==> config.mk <==
export PLATFORM = sky130hd
export DESIGN_NAME = pbu_ctrl
export DESIGN_NICKNAME = d
export VERILOG_FILES = /design/src/rtl/core/pbu_pkg.sv /design/src/rtl/core/pbu_ctrl.sv
export SDC_FILE = /design/constraint.sdc
export NUM_CORES = 1
export LEC_CHECK = 0
export BUFFER_PORTS_ARGS = -buffer_cell sky130_fd_sc_hd__buf_2
export CAP_MARGIN = 20
export CELL_PAD_IN_SITES_DETAIL_PLACEMENT = 0
export CELL_PAD_IN_SITES_GLOBAL_PLACEMENT = 1
export CORE_MARGIN = 5
export CORE_UTILIZATION = 34
export DETAILED_ROUTE_END_ITERATION = 7
export PLACE_DENSITY_LB_ADDON = 0.1
export SLEW_MARGIN = 20
export SYNTH_ARGS = -nofsm -noshare
export SYNTH_HDL_FRONTEND = slang
export SYNTH_SLANG_ARGS = --single-unit
==> constraint.sdc <==
create_clock -name clk_i -period 2.11 [get_ports clk_i]
set_input_delay 0.422 -clock clk_i [delete_from_list [all_inputs] [get_ports clk_i]]
set_output_delay 0.422 -clock clk_i [all_outputs]
set_load 0.005 [all_outputs]
==> src/rtl/core/pbu_pkg.sv <==
// Shared types, constants and control structs for the particle bounce update block.
package pbu_pkg;

  localparam int unsigned MAX_ENTITIES = 1024;
  localparam int unsigned SLOT_W       = 10;
  localparam int unsigned CNT_W        = 11;
  localparam int unsigned WORD_W       = 32;
  localparam int unsigned DT_W         = 16;
  localparam int unsigned CFG_IDX_W    = 3;
  localparam int unsigned ENTRY_W      = 4 * WORD_W;

  typedef logic [SLOT_W-1:0]        slot_t;
  typedef logic [CNT_W-1:0]         cnt_t;
  typedef logic signed [WORD_W-1:0] word_t;

  typedef enum logic [1:0] {
    CMD_LOAD = 2'd0,
    CMD_STEP = 2'd1,
    CMD_READ = 2'd2,
    CMD_NONE = 2'd3
  } cmd_e;

  typedef enum logic [CFG_IDX_W-1:0] {
    CFG_MIN_X = 3'd0,
    CFG_MIN_Y = 3'd1,
    CFG_MAX_X = 3'd2,
    CFG_MAX_Y = 3'd3,
    CFG_COUNT = 3'd4
  } cfg_idx_e;

  localparam word_t RST_MIN_X = 32'sd0;
  localparam word_t RST_MIN_Y = 32'sd0;
  localparam word_t RST_MAX_X = 32'sd83886080;
  localparam word_t RST_MAX_Y = 32'sd47185920;

  typedef enum logic [1:0] {
    ST_IDLE,
    ST_STEP,
    ST_DRAIN,
    ST_READ
  } state_e;

  // controller -> datapath commands
  typedef struct packed {
    logic  load_en;
    logic  step_start;
    logic  step_issue;
    slot_t step_addr;
    logic  rd_issue;
    logic  out_load;
  } ctrl_t;

  // datapath -> controller status
  typedef struct packed {
    logic pipe_busy;
    logic out_free;
    cnt_t step_cnt;
  } status_t;

endpackage

==> src/rtl/core/pbu_ctrl.sv <==
// Command sequencer: accepts transactions, walks the entity table on a step.
module pbu_ctrl (
  input  logic             clk_i,
  input  logic             rst_ni,
  input  logic             in_valid_i,
  output logic             in_ready_o,
  input  logic [1:0]       cmd_i,
  input  pbu_pkg::status_t status_i,
  output pbu_pkg::ctrl_t   ctrl_o
);
  import pbu_pkg::*;

  state_e state_q, state_d;
  cnt_t   idx_q, idx_d;
  cnt_t   idx_inc;
  logic   accept;
  cmd_e   cmd;

  assign cmd     = cmd_e'(cmd_i);
  assign accept  = in_valid_i && (state_q == ST_IDLE);
  assign idx_inc = idx_q + cnt_t'(1);

  always_ff @(posedge clk_i or negedge rst_ni) begin
    if (!rst_ni) begin
      state_q <= ST_IDLE;
      idx_q   <= '0;
    end else begin
      state_q <= state_d;
      idx_q   <= idx_d;
    end
  end

  // next state
  always_comb begin
    state_d = state_q;
    idx_d   = idx_q;
    unique case (state_q)
      ST_IDLE: begin
        if (accept) begin
          unique case (cmd)
            CMD_STEP: begin
              idx_d = '0;
              if (status_i.step_cnt != '0) begin
                state_d = ST_STEP;
              end
            end
            CMD_READ: state_d = ST_READ;
            default:  state_d = ST_IDLE;
          endcase
        end
      end
      ST_STEP: begin
        idx_d = idx_inc;
        if (idx_inc == status_i.step_cnt) begin
          state_d = ST_DRAIN;
        end
      end
      ST_DRAIN: begin
        if (!status_i.pipe_busy) begin
          state_d = ST_IDLE;
        end
      end
      ST_READ: begin
        if (status_i.out_free) begin
          state_d = ST_IDLE;
        end
      end
      default: state_d = ST_IDLE;
    endcase
  end

  // outputs
  always_comb begin
    ctrl_o     = '0;
    in_ready_o = 1'b0;
    ctrl_o.step_addr = idx_q[SLOT_W-1:0];
    unique case (state_q)
      ST_IDLE: begin
        in_ready_o = 1'b1;
        ctrl_o.load_en    = accept && (cmd == CMD_LOAD);
        ctrl_o.step_start = accept && (cmd == CMD_STEP);
        ctrl_o.rd_issue   = accept && (cmd == CMD_READ);
      end
      ST_STEP:  ctrl_o.step_issue = 1'b1;
      ST_DRAIN: ctrl_o.step_issue = 1'b0;
      ST_READ:  ctrl_o.out_load   = status_i.out_free;
      default:  in_ready_o = 1'b0;
    endcase
  end

`ifndef ASSERT_OFF
  // the update pipeline must be empty whenever a new transaction can enter
  a_idle_pipe_empty: assert property (@(posedge clk_i) disable iff (!rst_ni)
    in_ready_o |-> !status_i.pipe_busy)
    else $error("transaction accepted with step pipeline busy");

  a_step_in_range: assert property (@(posedge clk_i) disable iff (!rst_ni)
    ctrl_o.step_issue |-> (idx_q < status_i.step_cnt))
    else $error("step walked past active count");
`endif

endmodule

* Word-level counts from Yosys, hierarchy flattened
Cells that the tools add are included.
** Storage, ports and cells
- Flip-flop bits (word level) :: 13
- Input bits :: 18
- Output and inout port bits :: 16
- Logic and storage cells :: 40
** Operators by class
- $add $sub $neg :: 1
- Equality and inequality tests :: 12
- Mux-type cells :: 15
- Reduce and logical (&&, ||, !) cells :: 10
** Operators by type and width (count)
- 11-bit two-way mux :: 2
- 11-bit case mux with 2 select lines :: 1
- 2-bit two-way mux :: 6
- 11-bit by 1-bit adder with 11-bit output, second input constant :: 1
- 11-bit == test :: 1
- 11-bit nonzero test :: 1
- 2-bit inequality test, second input constant :: 4
- 2-bit case mux with 4 select lines :: 1
- 2-bit == test, second input constant :: 3
- 5-bit AND reduction :: 1
- 2-bit by 1-bit == test with 1-bit output, second input constant :: 2
- 1-bit logical AND :: 4
- 2-bit zero test :: 2
- 1-bit two-way mux :: 4
- 2-bit case mux with 2 select lines :: 1
- 3-bit inequality test, second input constant :: 1
- 3-bit AND reduction :: 1
- 2-bit by 1-bit inequality test with 1-bit output, second input constant :: 1
- 2-bit nonzero test :: 1

* Logic depth before layout (Yosys ltp)
Gate-level depths: netlist (run 1).
- Depth in word-level cells :: 5
- Depth in mapped cells :: 9
- Mapped depth without buffers :: 7

* Worst setup path before layout (run 1)
Ideal clock, no wire load.
- Path type :: flip-flop to flip-flop
- Start :: reg idx_q[0]
- End :: reg state_q[0]
- Library setup time :: 0.118 ns
- Arrival time :: 1.902 ns
- Data required time :: 1.992 ns
- Slack :: 0.090 ns
- Cell stages (with the launch flop) :: 10
- Period minus slack after synthesis :: 2.020 ns
- Cells stage by stage :: dfrtp_1 ha_1 buf_4 and4_1 buf_4 and4_4 xnor2_1 a211oi_2 nand4_1 a21o_1
** Between the ends
- Word-level cells in the longest chain between the ends :: 4
** Ends and longest elaborated chain
- from (decl) :: line pbu_ctrl.sv:14 : cnt_t idx_q, idx_d;
- from (signal assigned) :: line pbu_ctrl.sv:29 : idx_q <= idx_d;
- 11-bit by 1-bit adder with 11-bit output :: line pbu_ctrl.sv:21 : assign idx_inc = idx_q + cnt_t'(1);
- 11-bit == test :: line pbu_ctrl.sv:54 : if (idx_inc == status_i.step_cnt) begin
- 2-bit inequality test (no source line)
- 5-bit AND reduction (no source line)
- to (signal assigned) :: line pbu_ctrl.sv:28 : state_q <= state_d;
- to (decl) :: line pbu_ctrl.sv:13 : state_e state_q, state_d;
No other way between the ends.
A chain may end at the register's enable or synchronous reset.

* Final worst setup path (run 1)
- Start :: reg idx_q[1]
- End :: reg state_q[0]
The elaborated chain is that of the path after synthesis.

==> run_results.csv, run 1 <==
group,metric,value,unit
synth,ys_async_sr_fraction,100,%
clocking,clk_pin_slew,60,ps
placement,port_buffers,33,
worst_setup_path,path_cells,"ha_2 -> and4_2 -> and4_4 -> xnor2_1 -> a211oi_2 -> nand4_1 -> a21o_1",
global_route,track_usage,15.3,%
sta,rsz0062_at_grt,"false",
clocking,cts_root_buffer,"clkbuf_8",
worst_setup_path,r2r_slack,90,ps
worst_setup_path,worstReg2RegStart,"idx_q[1]",
floorplan,fp.dieW,70.7,um
floorplan,start_util,34.7,%
placement,detailed_place_hpwl,2.81,mm
run_status,status,"complete, no violations",
worst_setup_path,r2r_cells,7,
synth,post-synth-top-count-cell,"o21ai_0",
global_route,grt_antenna_before_repair,0,
placement,dp.cells,225,
clocking,cts_sinks,13,
synth,synth_top_area_cell,"dfrtp_1",
power_and_ir_drop,p_leak,0.671,nW
drt,wirelength,3.78,mm
worst_setup_path,cp_max_fo,7,
sta,max_freq,0.495,GHz
sta,final_hold_viol_count,0,
synth,ys_seq_area_share,26.0,%
synth,syn_nets,179,
worst_setup_path,worstPathArrival,2160,ps
clocking,worstSkewPairLatency,250,ps
synth,ys_top_cells_by_area,"dfrtp_1 26%, buf_4 7.8%, o21ai_0 6.0%",
worst_setup_path,timing_worst_setup_path_type,"reg2reg",
synth,synthFlopType,"dfrtp_1",
synth,avgSynthCellArea,8.03,um2
worst_setup_path,timing.rr.end,"state_q[0]",
drt,drt_iter0_drc,100,
global_route,grt_max_degree,17,
sta,setup_violations,0,
worst_setup_path,crit_slowest_cell,"dfrtp_1",
worst_setup_path,slowest_delay,360,ps
synth,ys_ff_latch,13,
sta,worstMarginPinSlew,445,ps
cells_and_area,syn_to_final_growth,16.6,%
job,drv_cap,0,
global_route,first_global_vias,1246,
cells_and_area,diodes,0,
global_route,gr-total-overflow,0,
synth,synth_edf_count,0,
clocking,clk_path_buf_depth,2,
sta,fin_crit_sh,95.7,%
power_and_ir_drop,ir_drop,0.000374,V
drt,drc,0,
drt,routedWlPerCell,16.5,um
floorplan,row_count,22,
synth,synth.top_cells.by_count,"15 x o21ai_0, 13 x buf_4, 13 x dfrtp_1",
synth,synthCells,156,
sta,skew,2.23,ps
global_route,grt_first_pass_wirelength,6.09,mm
cells_and_area,finalNonFillerCells,229,
sta,min_period,2020,ps
floorplan,die_h,70.7,um
sta,hold_ws,63.0,ps
placement,gp_congestion,0.974,
cells_and_area,num-nets-final,205,
sta,tns,0,ps
floorplan,die_area,0.00500,mm2
clocking,cts_tree,"done",
hold_path,hold_path.class,"in2async",
power_and_ir_drop,powerDensity,869,mW/mm2
power_and_ir_drop,power,1.27,mW
synth,synth_warnings,0,
drt,vias_per_cell,5.46,
sta,max_slew_margin,70.1,%
worst_setup_path,start_kind,"register",
floorplan,ios,34,
synth,synth_top_area_share,26.0,%
synth,netlist-cell-type-count,47,
cells_and_area,final_layout_size_suffix_gt1_share,29.3,%
cells_and_area,fillers,387,
synth,syn_area,0.00125,mm2
clocking,postCtsHoldBufs,0,
worst_setup_path,crit_required,2250,ps
sta,report.final.slew_viol_count,0,
clocking,htree_levels,1,
drt,first_pass_iters,4,
drt,num_vias,1250,
worst_setup_path,end_kind,"register",
drt,ant_nets,0,
clocking,cts_made_buffers,3,
floorplan,core,0.00361,mm2
==> critical path: cells and delay by family, from the launching register on <==
kind / cells / cell delay, ps
simple gates: 3 / 750
compound gates: 2 / 430
flops: 1 / 360
fa+ha+maj: 1 / 260
xor+xnor: 1 / 90
==> layer usage <==
| metal | global-route usage [%] | up-vias | share of wire [%] |
|---|---|---|---|
| met3 | 2.84 | 8 | 5.5 |
| li1 | - | 606 | - |
| met4 | 6.68 | 0 | 2.0 |
| met1 | 20.0 | 589 | 45 |
| met2 | 24.4 | 47 | 47 |
| met5 | 0 | - | 0 |
==> kinds of logic after synthesis <==
kind of cell / Yosys count / synth area share (%)
xor gates and xnor gates: 10 / 6.99
adders and majority gates: 5 / 5.00
AOI/OAI and AO/OA: 46 / 25.5
DFF: 13 / 26.0
buffers and inverters: 28 / 12.6
and+or+nand+nor: 53 / 23.2
muxes: 1 / 0.799
==> timing repair <==
action	CTS	global route
hold endpoints to repair	0	0
setup endpoints to repair	0	1
buffers inserted	0	0
gates resized for setup	0	3
==> area by class of cell <==
| class | instances | area (um2) | share of cell area, % |
|---|---|---|---|
| Tap cell | 48 | 60.1 | 4.11 |
| Inverter | 8 | 30.0 | 2.06 |
| Sequential cell | 13 | 327 | 22.4 |
| Clock buffer | 4 | 45.0 | 3.08 |
| Timing Repair Buffer | 41 | 225 | 15.4 |
| Multi-Input combinational cell | 115 | 773 | 53.0 |
==> per-stage QoR <==
stage | area, um2 | utilization [%] | setup slack (ps)
final | 1460 | 40.5 | 91.4
after global routing | 1460 | 40.5 | 36.3
after CTS | 1460 | 40.4 | 19.3
after detailed placement | 1410 | 39.1 | 34.9
after global placement | 1410 | 39.1 | 80.3
after floorplan | 1250 | - | 90.3
==> how the worst max path moves through the flow <==
stage	from	end	slack, ps
5_1_grt	idx_q[0]	state_q[0]	40
2_1_floorplan	idx_q[0]	state_q[0]	90
3_5_place_dp	idx_q[0]	state_q[0]	30
6_report	idx_q[1]	state_q[0]	90
4_1_cts	idx_q[0]	state_q[0]	20
3_3_place_gp	idx_q[0]	state_q[0]	80
==> report_power, final <==
part / total, mW / leakage, nW / internal [mW] / switching (mW)
registers: 0.359 / 0.172 / 0.300 / 0.0594
logic: 0.676 / 0.477 / 0.288 / 0.388
clock network: 0.234 / 0.0228 / 0.134 / 0.100
==> placed cells by master (no fill, tap or decap), drive strengths merged, types with 3 or more instances in the layout <==
master and n:
nor4 3, nor2 10, nand2b 4, a21oi 4, o21ai 16, and3 5, and4 3, a31oi 3
clkbuf 4, xnor2 8, nand3 6, o31ai 3, dfrtp 13, nor3 3, nand2 12, buf 41
inv 8, a22o 3, ha 5
==> sequential cells by signal, summed over array words and instances (netlist names) <==
name and flops:
state_q 2, idx_q 11
(Power assumes the default switching activity.)
==> inputs of run 2 (changes only) <==
--- a/config.mk
+++ b/config.mk
@@ -10,9 +10,10 @@
 export CELL_PAD_IN_SITES_DETAIL_PLACEMENT = 0
 export CELL_PAD_IN_SITES_GLOBAL_PLACEMENT = 1
 export CORE_MARGIN = 5
-export CORE_UTILIZATION = 34
+export CORE_UTILIZATION = 38
 export DETAILED_ROUTE_END_ITERATION = 7
 export PLACE_DENSITY_LB_ADDON = 0.1
+export SKIP_LAST_GASP = 1
 export SLEW_MARGIN = 20
 export SYNTH_ARGS = -nofsm -noshare
 export SYNTH_HDL_FRONTEND = slang
==> constraint.sdc (replaced) <==
create_clock -name clk_i -period 2.3 [get_ports clk_i]
set_input_delay 0.46 -clock clk_i [delete_from_list [all_inputs] [get_ports clk_i]]
set_output_delay 0.46 -clock clk_i [all_outputs]
set_load 0.005 [all_outputs]
==> run 2 against run 1 <==
Net effect: final cell count decreased by 3.1%; setup slack better by 92 ps; sequential share of layout area increased by 0.71 points; global-route usage increased by 2.0 points; register-to-register slack better by 90 ps; worst hold slack lost 10 ps; flip-flop and latch count did not move; non-clock buffer count down 3; largest power group unchanged.
==> run_results.csv, run 2 (synthesized netlist as in run 1, its figures left out) <==
group,metric,value,unit
cells_and_area,finalNonFillerCells,222,
floorplan,core,0.00310,mm2
clocking,cts_sinks,13,
drt,num_vias,1213,
clocking,cts_root_buffer,"clkbuf_4",
sta,max_slew_margin,66.2,%
sta,report.final.slew_viol_count,0,
cells_and_area,num-nets-final,202,
sta,skew,6.93,ps
drt,vias_per_cell,5.46,
power_and_ir_drop,power,1.05,mW
sta,setup_ws,183,ps
placement,gp_congestion,0.957,
worst_setup_path,crit_required,2490,ps
global_route,first_global_vias,1191,
worst_setup_path,timing.rr.end,"state_q[0]",
placement,dp_slack,201,ps
drt,first_pass_iters,4,
power_and_ir_drop,powerDensity,745,mW/mm2
sta,fin_crit_sh,92.0,%
floorplan,fp.dieW,67.4,um
cells_and_area,multi_input_comb_area,771,um2
sta,tns,0,ps
global_route,grt_antenna_before_repair,0,
floorplan,die_h,67.4,um
cells_and_area,largest_reg_flops,11,
worst_setup_path,timing_worst_setup_path_type,"reg2reg",
floorplan,start_util,40.4,%
cells_and_area,final_util,45.4,%
floorplan,die_area,0.00454,mm2
clocking,clk_pin_slew,90,ps
clocking,post-cts-setup-buffer-count,0,
worst_setup_path,worstPathArrival,2300,ps
floorplan,ios,34,
placement,placed_area,0.00138,mm2
worst_setup_path,end_kind,"register",
clocking,htree_levels,1,
worst_setup_path,r2r_slack,180,ps
cells_and_area,reg_top3,"idx_q x11, state_q x2",
cells_and_area,postLayoutCellArea,0.00141,mm2
global_route,grt_max_degree,17,
clocking,cts_tree,"done",
sta,max_freq,0.472,GHz
drt,drc,0,
sta,min_period,2120,ps
cells_and_area,final_layout_size_suffix_gt1_share,26.4,%
placement,port_buffers,33,
sta,worstMarginPinSlew,503,ps
sta,setup_violations,0,
floorplan,row_count,20,
cells_and_area,layout_commonest_cell,"buf_2",
power_and_ir_drop,p_leak,0.652,nW
worst_setup_path,start_kind,"register",
worst_setup_path,r2r_cells,7,
cells_and_area,mostFrequentLayoutCells,"33 x buf_2, 15 x o21ai_0, 13 x dfrtp_1",
worst_setup_path,cp_max_fo,7,
clocking,worstSkewPairLatency,290,ps
run_status,status,"complete, no violations",
cells_and_area,fillers,338,
hold_path,hold_path.class,"in2async",
drt,routedWlPerCell,15.5,um
cells_and_area,syn_to_final_growth,12.6,%
placement,detailed_place_hpwl,2.61,mm
cells_and_area,seqCellArea,325,um2
power_and_ir_drop,ir_drop,0.000388,V
sta,hold_ws,53.0,ps
cells_and_area,top_register,"idx_q",
drt,wirelength,3.45,mm
drt,drt_iter0_drc,75,
worst_setup_path,worstReg2RegStart,"idx_q[1]",
clocking,cts_made_buffers,3,
sta,rsz0062_at_grt,"false",
sta,final_hold_viol_count,0,
global_route,grt_first_pass_wirelength,5.89,mm
placement,dp.cells,218,
cells_and_area,diodes,0,
clocking,clk_path_buf_depth,2,
global_route,gr-total-overflow,0,
drt,ant_nets,0,
job,drv_cap,0,
global_route,track_usage,17.2,%
[run 2: cell types whose count changed in the layout (fill, tap and decap cells not counted), sizes merged]
cell  change
buf       -3
[run 2: worst max-delay path: stages (launching register included)]
cell	delay, ps
dfrtp_1	420
ha_1	320
and4_1	370
and4_4	280
xnor2_1	90
a211oi_2	190
nand4_1	150
a21o_1	200
[run 2: worst max-delay path by stage]
stage | startpoint | endpoint | slack [ps] | depth (start not counted)
after floorplan | idx_q[0] | state_q[0] | 280 | 9
after global placement | idx_q[1] | state_q[0] | 260 | 7
after detailed placement | idx_q[1] | state_q[0] | 200 | 7
after CTS | idx_q[1] | state_q[0] | 190 | 7
after global routing | idx_q[1] | state_q[0] | 20 | 7
final | idx_q[1] | state_q[0] | 180 | 7
[run 2: area by class of cell]
cell class	instances	area share [%]
timing repair buffer	38	14.4
multi-input combinational	115	54.7
inverter	8	2.13
sequential	13	23.1
clock buffer	4	1.86
tap	44	3.90
[run 2: routing by layer]
layer | global-route usage [%] | part of all wire, %
met1 | 22.5 | 43
met2 | 28.6 | 48
met3 | 3.99 | 7.0
met4 | 4.30 | 0.96
met5 | 0 | 0
[run 2: power breakdown]
| group | leakage (nW) | internal (mW) | total, mW | switching [mW] |
|---|---|---|---|---|
| Sequential | 0.174 | 0.274 | 0.348 | 0.0735 |
| Combinational | 0.464 | 0.238 | 0.554 | 0.316 |
| Clock | 0.0150 | 0.0674 | 0.150 | 0.0822 |
| Total | 0.652 | 0.579 | 1.05 | 0.472 |
[run 2: repair_timing]
item                       CTS  global route
resized for setup            0             1
setup endpoints to repair    0             1
hold buffers                 0             0
